### config.mk
export PLATFORM = sky130hd
export DESIGN_NAME = psa_div
export DESIGN_NICKNAME = d
export VERILOG_FILES = /design/src/rtl/powered_sigmoid_activation_assert.svh /design/src/rtl/psa_pkg.sv /design/src/rtl/psa_div.sv
export SDC_FILE = /design/constraint.sdc
export NUM_CORES = 2
export LEC_CHECK = 0
export BUFFER_PORTS_ARGS = -buffer_cell sky130_fd_sc_hd__buf_2
export CAP_MARGIN = 20
export CORE_MARGIN = 2
export CORE_UTILIZATION = 62
export DETAILED_ROUTE_END_ITERATION = 10
export PLACE_DENSITY = 0.78
export SYNTH_ARGS = -nofsm -noshare
export SYNTH_HDL_FRONTEND = slang
export SYNTH_SLANG_ARGS = --single-unit
### constraint.sdc
create_clock -name clk -period 109.7 [get_ports clk]
set_input_delay 16.455 -clock clk [delete_from_list [all_inputs] [get_ports clk]]
set_output_delay 16.455 -clock clk [all_outputs]
set_load 0.05 [all_outputs]
### src/rtl/powered_sigmoid_activation_assert.svh
// assertion macros for the powered sigmoid activation block
// expects clk and rst_n in the scope of each use
`ifndef POWERED_SIGMOID_ACTIVATION_ASSERT_SVH
`define POWERED_SIGMOID_ACTIVATION_ASSERT_SVH
`ifndef NO_ASSERTIONS
// checked only outside reset
`define PSA_ASSERT(lbl, prop) \
  lbl: assert property (@(posedge clk) disable iff (!rst_n) prop) \
    else $error("powered sigmoid activation check failed");
// checked on every edge, reset included
`define PSA_ASSERT_ALWAYS(lbl, prop) \
  lbl: assert property (@(posedge clk) prop) \
    else $error("powered sigmoid activation reset check failed");
`else
`define PSA_ASSERT(lbl, prop)
`define PSA_ASSERT_ALWAYS(lbl, prop)
`endif
`endif

### src/rtl/psa_pkg.sv
// shared types, constants and latencies of the powered sigmoid activation
// no dependencies
package psa_pkg;

  localparam int IN_WIDTH     = 16;
  localparam int Q_W          = 33;   // q0.32 values up to and including 1.0
  localparam int T_W          = 64;   // unsigned q32.32 exponent argument
  localparam int SUM_W        = 34;
  localparam int LOGN_W       = 38;   // -log2 result, q6.32
  localparam int EXP_W        = 16;
  localparam int SERIES_TERMS = 24;
  localparam int RCP_SH       = 36;   // reciprocal scale for divide by term index
  localparam int CFG_IDX_W    = 2;

  localparam logic [Q_W-1:0]   ONE_Q32   = 33'h1_0000_0000;
  localparam logic [32:0]      LOG2E_Q32 = 33'd6196328019;
  localparam logic [31:0]      LN2_Q32   = 32'd2977044472;
  localparam logic [EXP_W-1:0] EXP_ONE   = 16'd256;

  localparam logic [CFG_IDX_W-1:0] REG_EXP_A = 2'd0;
  localparam logic [CFG_IDX_W-1:0] REG_EXP_B = 2'd1;

  // pipeline depths
  localparam int EX_LAT  = 3 * SERIES_TERMS - 1;
  localparam int NL_LAT  = 39;
  localparam int DIV_LAT = 34;
  localparam int POW_LAT = NL_LAT + 1 + EX_LAT + 1;

  typedef struct packed {
    logic             v;
    logic             z;
    logic [5:0]       n;
    logic [31:0]      g;
    logic [SUM_W-1:0] sum;
    logic [31:0]      term;
    logic [31:0]      aux;
  } ex_t;

  typedef struct packed {
    logic        v;
    logic        zf;
    logic [4:0]  k;
    logic [31:0] m;
    logic [31:0] f;
  } nl_t;

  typedef struct packed {
    logic        v;
    logic        nb;
    logic [33:0] d;
    logic [33:0] r;
    logic [32:0] q;
  } dv_t;

endpackage

### src/rtl/psa_div.sv
// sigmoid divider: 2^64 / (1 + e) or min(e, 1 - ulp) / (1 + e), q0.32 out
// depends on psa_pkg, restoring division one quotient bit per stage
module psa_div import psa_pkg::*; (
  input  logic           clk,
  input  logic           rst_n,
  input  logic           en,
  input  logic           in_valid,
  input  logic           in_neg,
  input  logic [Q_W-1:0] in_e,
  output logic           out_valid,
  output logic [Q_W-1:0] out_s
);

  dv_t chain [0:33];
  dv_t ent_r, ent_nxt;
  logic [31:0] e_clip;

  always_comb begin
    e_clip = in_e[Q_W-1] ? 32'hFFFF_FFFF : in_e[31:0];
    ent_nxt.v = in_valid;
    ent_nxt.d = 34'(ONE_Q32) + 34'(in_e);
    ent_nxt.q = '0;
    if (in_neg) begin
      ent_nxt.r  = 34'(e_clip[31:1]);
      ent_nxt.nb = e_clip[0];
    end else begin
      ent_nxt.r  = 34'h0_8000_0000;
      ent_nxt.nb = 1'b0;
    end
  end

  always_ff @(posedge clk) begin
    if (!rst_n) begin
      ent_r.v <= 1'b0;
    end else if (en) begin
      ent_r <= ent_nxt;
    end
  end

  assign chain[0] = ent_r;

  for (genvar j = 0; j < 33; j++) begin : g_bit
    localparam int BI = 32 - j;
    dv_t s_r, s_nxt;
    logic [34:0] r2;
    logic        ge;
    always_comb begin
      r2 = {chain[j].r, (BI == 32) ? chain[j].nb : 1'b0};
      ge = r2 >= {1'b0, chain[j].d};
      s_nxt = chain[j];
      s_nxt.r = ge ? 34'(r2 - {1'b0, chain[j].d}) : r2[33:0];
      s_nxt.q[BI] = ge;
    end
    always_ff @(posedge clk) begin
      if (!rst_n) begin
        s_r.v <= 1'b0;
      end else if (en) begin
        s_r <= s_nxt;
      end
    end
    assign chain[j+1] = s_r;
  end

  assign out_valid = chain[33].v;
  assign out_s     = chain[33].q;

endmodule

## Word-level counts from Yosys, hierarchy flattened

Index checks and enable logic that the tools add are counted.

- $add $sub $neg: 33
- Reductions and logical operators: 1
- Magnitude comparators: 33
- Muxes and demuxes: 34

Operators by type and width:

| operator | count |
|---|---|
| 35-bit by 34-bit greater-or-equal comparator with 1-bit output | 32 |
| 34-bit 2-to-1 mux | 32 |
| 34-bit subtractor | 31 |
| 32-bit 2-to-1 mux | 2 |
| 33-bit by 33-bit adder with 34-bit output (first input constant) | 1 |
| 33-bit by 34-bit greater-or-equal comparator with 1-bit output | 1 |
| 33-bit by 34-bit subtractor with 34-bit output | 1 |
| 2-bit AND reduction | 1 |

- Logic and storage cells: 267
- Input bits: 38
- Register bits: 2,838
- Output and inout bits: 34

## Depth between registers and ports, before layout

- Depth after elaboration: 2
- Depth in mapped cells: 15

## Least setup slack after synthesis

OpenSTA, ideal clock, no wires.

- Kind: input to register
- From: in en
- To: reg g_bit[23].s_r (netlist bit chain[1000]), enable pin
- Buffers on the path: 2
- Data required time: 106.120 ns
- Stages on the path: 3
- Setup slack: 26.002 ns
- Arrival: 80.119 ns
- Path through: clkbuf_1 -> buf_1 -> and2_1

- Word-level cells in the longest chain between the ends: 1

Ends and longest elaborated chain:

| element | RTL line | text |
|---|---|---|
| start, declared | psa_div.sv:6 | `input logic en,` |
| 2-bit AND reduction (no line) | n/a |  |
| end signal, assigned | psa_div.sv:58 | `s_r <= s_nxt;` |
| end, declared | psa_div.sv:44 | `dv_t s_r, s_nxt;` |

Every way passes these cells.
A chain may end at the register's enable or synchronous reset.

## Worst setup path in the final report

- From: in en
- To: reg g_bit[8].s_r (netlist bit chain[2511]), enable pin

- Word-level cells in the longest chain between the ends: 1

Ends and longest elaborated chain:

| element | RTL line |
|---|---|
| 2-bit AND reduction (no line) | n/a |
| end signal, assigned | psa_div.sv:58 |
| end, declared | psa_div.sv:44 |

Every way passes these cells.

==> results.py <==
metrics = {
    "cts": {
        "worst_skew_pair.late_latency_ns": 0.86,
        "postCtsSetupBuffers": 0,
        "cts_tree": "done",
        "cts_buffers": 304,
        "cts.sinks": 2838,
        "h-tree-depth": 5,
        "ctsResizeCount": 0,
        "cts-root-buf": "clkbuf_16",
        "ctsHoldBuffers": 0,
        "clock_path_buffers": 4,
        "clkTransAtPathRegs_ns": 0.06,
    },
    "power": {
        "vdd_drop_max_uv": 17.0,
        "p_leak_nw": 68.9,
        "fin_total_pwr_mw": 3.00,
        "p_per_area_mw_per_mm2": 17.4,
    },
    "placement": {
        "dp.final_hpwl_um": 284000,
        "gp_routability_congestion": 0.948,
        "place_inst": 16900,
        "postPlaceCellArea_mm2": 0.162,
        "port_buffers": 71,
    },
    "synthesis": {
        "synth_edf_count": 2804,
        "netlist_area_mm2": 0.158,
        "syn_nets": 14900,
        "async_flop_share_pct": 0,
        "synth-seq-cells": 2838,
        "yosysWarnings": 0,
        "ys_seq_area_share_pct": 53.7,
        "ys_types": 110,
        "synthCells": 13700,
        "synth_area_per_cell_um2": 11.5,
        "yosys_most_used_dff": "edfxtp_1",
    },
    "critical_path": {
        "critPathCapture": "chain[2511]",
        "cp-start-kind": "input port",
        "reg2reg_from": "chain[2129]",
        "critPathRequiredTime_ns": 110.19,
        "critPathArrivalTime_ns": 22.66,
        "worstReg2RegEnd": "chain[2023]",
        "crit_type": "in2reg",
        "reg2regPathDepth": 12,
        "cp-startpoint": "en",
        "worstSetupEndpointType": "flip-flop",
        "r2r_slack_ns": 104.86,
        "critPathMaxFanout": 172,
    },
    "sta": {
        "fin_crit_ns": 22.17,
        "final_max_slew_viol_count": 0,
        "max_freq_mhz": 45.1,
        "hold_violations": 0,
        "fin_hold_ws_ns": 0.400,
        "finalSetupViolCount": 0,
        "tightestPinTransition_ns": 1.16,
        "skew_ns": 0.0363,
        "slew_headroom_pct": 20.5,
        "rsz0062_at_grt": "false",
        "fin_setup_tns_ns": 0,
        "min_period_over_period_pct": 20.2,
    },
    "finish": {
        "nets": 15000,
        "area_growth_pct": 8.62,
        "multiInputGateArea_mm2": 0.0664,
        "num-fill-cells": 18300,
        "final_area_mm2": 0.172,
        "drive_above_1_share_pct": 9.00,
        "fin_cells": 17400,
        "seq_area_mm2": 0.0849,
    },
    "status": {
        "outcome": "completed",
    },
    "drt": {
        "dr.pass1.iters": 6,
        "avgRoutedWirePerCell_um": 21.7,
        "wirelength_um": 378000,
        "drtIter0Drc": 9922,
        "via_per_inst": 6.10,
        "via_count": 106000,
        "drc": 0,
        "ant_nets": 0,
    },
    "floorplanning": {
        "start_util_pct": 62.3,
        "core_mm2": 0.254,
        "fp.dieW_um": 509,
        "dieArea_mm2": 0.259,
        "io_pins": 72,
        "die-height_um": 509,
        "rows": 185,
    },
    "global_route": {
        "grt_overflow": 0,
        "grt_use_met3_pct": 3.39,
        "use_met2_pct": 48.5,
        "grt_use_total_pct": 28.7,
        "grt_pass1_wl_um": 582000,
        "antenna_found_initial": 9,
        "global_route.usage.met1_pct": 37.0,
        "grt.busiest_layer": "met2",
        "grt_pass1_vias": 104000,
        "grt_max_degree": 184,
    },
    "job": {
        "maxCapViolCount": 0,
    },
    "worst_hold_path": {
        "worstHoldPathType": "reg2reg",
    },
}
==> layer usage <==
layer / wire, µm / part of all wire (%) / vias to the layer above
met1: 155000 / 41 / 51000
met5: 59 / 0.016 / -
met4: 20300 / 5.4 / 8
li1: - / - / 50600
met2: 183000 / 48 / 3644
met3: 20200 / 5.3 / 1031
==> cells by family (layout without fill, tap and decap cells) <==
group	after synthesis	in the layout	synth area share (%)
buffers and inverters	1790	2091	4.47
AOI/OAI and AO/OA	3502	3502	14.1
xor gates and xnor gates	919	919	5.09
adders and majority gates	1152	1152	9.26
other	0	2	0
DFF	2838	2838	53.7
and+or+nand+nor	2865	2865	8.71
muxes	668	668	4.72
==> layout by cell type, fill, tap and decap left out, types with 309 or more instances in the layout <==
cell and n:
a21o_1 573, a21oi_1 1187, clkbuf_16 309, edfxtp_1 2804, ha_1 1120, inv_1 1408, mux2_2 532, nand2_1 761
nor2_1 826, o21ai_0 642, xnor2_1 583, xor2_1 336
==> where the power goes <==
group	switching (mW)	internal (mW)
Sequential	0.0510	1.29
Combinational	0.354	0.253
Clock	0.430	0.615
==> registers in the layout (all words and copies together), names as in the netlist <==
register and flops:
chain 2804, out_valid 1, out_s 33
==> worst min-delay path by stage <==
stage / from / endpoint / slack [ns] / cells after the start
6_report: chain[835] / chain[732] / 0.40 / 0
5_1_grt: chain[947] / chain[844] / 0.40 / 0
4_1_cts: chain[835] / chain[732] / 0.40 / 0
3_5_place_dp: chain[225] / chain[122] / 0.40 / 0
3_3_place_gp: chain[1250] / chain[1147] / 0.40 / 0
2_1_floorplan: chain[1144] / chain[1041] / 0.40 / 0
==> worst max-delay path, cell delays in order <==
cell,delay [ns]
buf_2,0.08
buf_4,0.46
and2_4,0.47
buf_12,0.57
buf_4,0.91
buf_12,0.67
buf_12,0.73
buf_4,0.88
buf_4,0.83
==> stage by stage <==
| stage | utilization (%) | worst slack [ns] |
|---|---|---|
| after detailed placement | 63.7 | 86.70 |
| after CTS | 67.7 | 87.66 |
| after global placement | 63.7 | 86.97 |
| after global routing | 67.7 | 87.12 |
| after floorplan | - | 26.00 |
| final | 67.7 | 87.53 |
==> Yosys cell counts, types with 27 or more instances <==
master / count / area (µm²)
and4_1: 35 / 307
o21bai_1: 177 / 1330
a21o_1: 573 / 4300
buf_1: 27 / 101
o31ai_1: 80 / 601
nor2_1: 827 / 3100
a21oi_1: 1188 / 5950
a221oi_1: 29 / 254
a2111oi_0: 27 / 236
clkbuf_1: 218 / 818
a41oi_1: 30 / 263
ha_1: 1120 / 14000
a31o_2: 27 / 236
o21a_1: 130 / 976
fa_1: 32 / 641
edfxtp_1: 2804 / 84200
a211o_1: 35 / 307
dfxtp_1: 34 / 681
inv_1: 1409 / 5290
mux2_1: 66 / 743
nand4_1: 211 / 1320
buf_4: 54 / 405
a21boi_0: 36 / 270
buf_2: 74 / 370
a31oi_1: 92 / 576
nor2b_1: 167 / 1040
nand2_1: 761 / 2860
mux2_2: 532 / 5990
nor4_1: 45 / 282
or2_2: 34 / 213
xor2_1: 336 / 2940
nand3_1: 218 / 1090
o211ai_1: 68 / 510
mux2i_1: 62 / 621
a211oi_1: 84 / 631
and2_1: 59 / 369
xnor2_1: 583 / 5110
nor3_1: 151 / 756
and3_1: 87 / 544
or3_1: 46 / 288
o21ai_0: 642 / 3210
nand2b_1: 121 / 757
o21ai_1: 31 / 155
==> final cells by class <==
cell class | count | share of cell area, %
sequential | 2838 | 49.4
multi-input combinational | 9106 | 38.6
antenna | 2 | 0.00291
clock inverter | 194 | 1.29
timing repair buffer | 134 | 0.545
tap | 3366 | 2.45
inverter | 1410 | 3.08
clock buffer | 353 | 4.60
No activity file was read; power rests on OpenSTA's default activity.
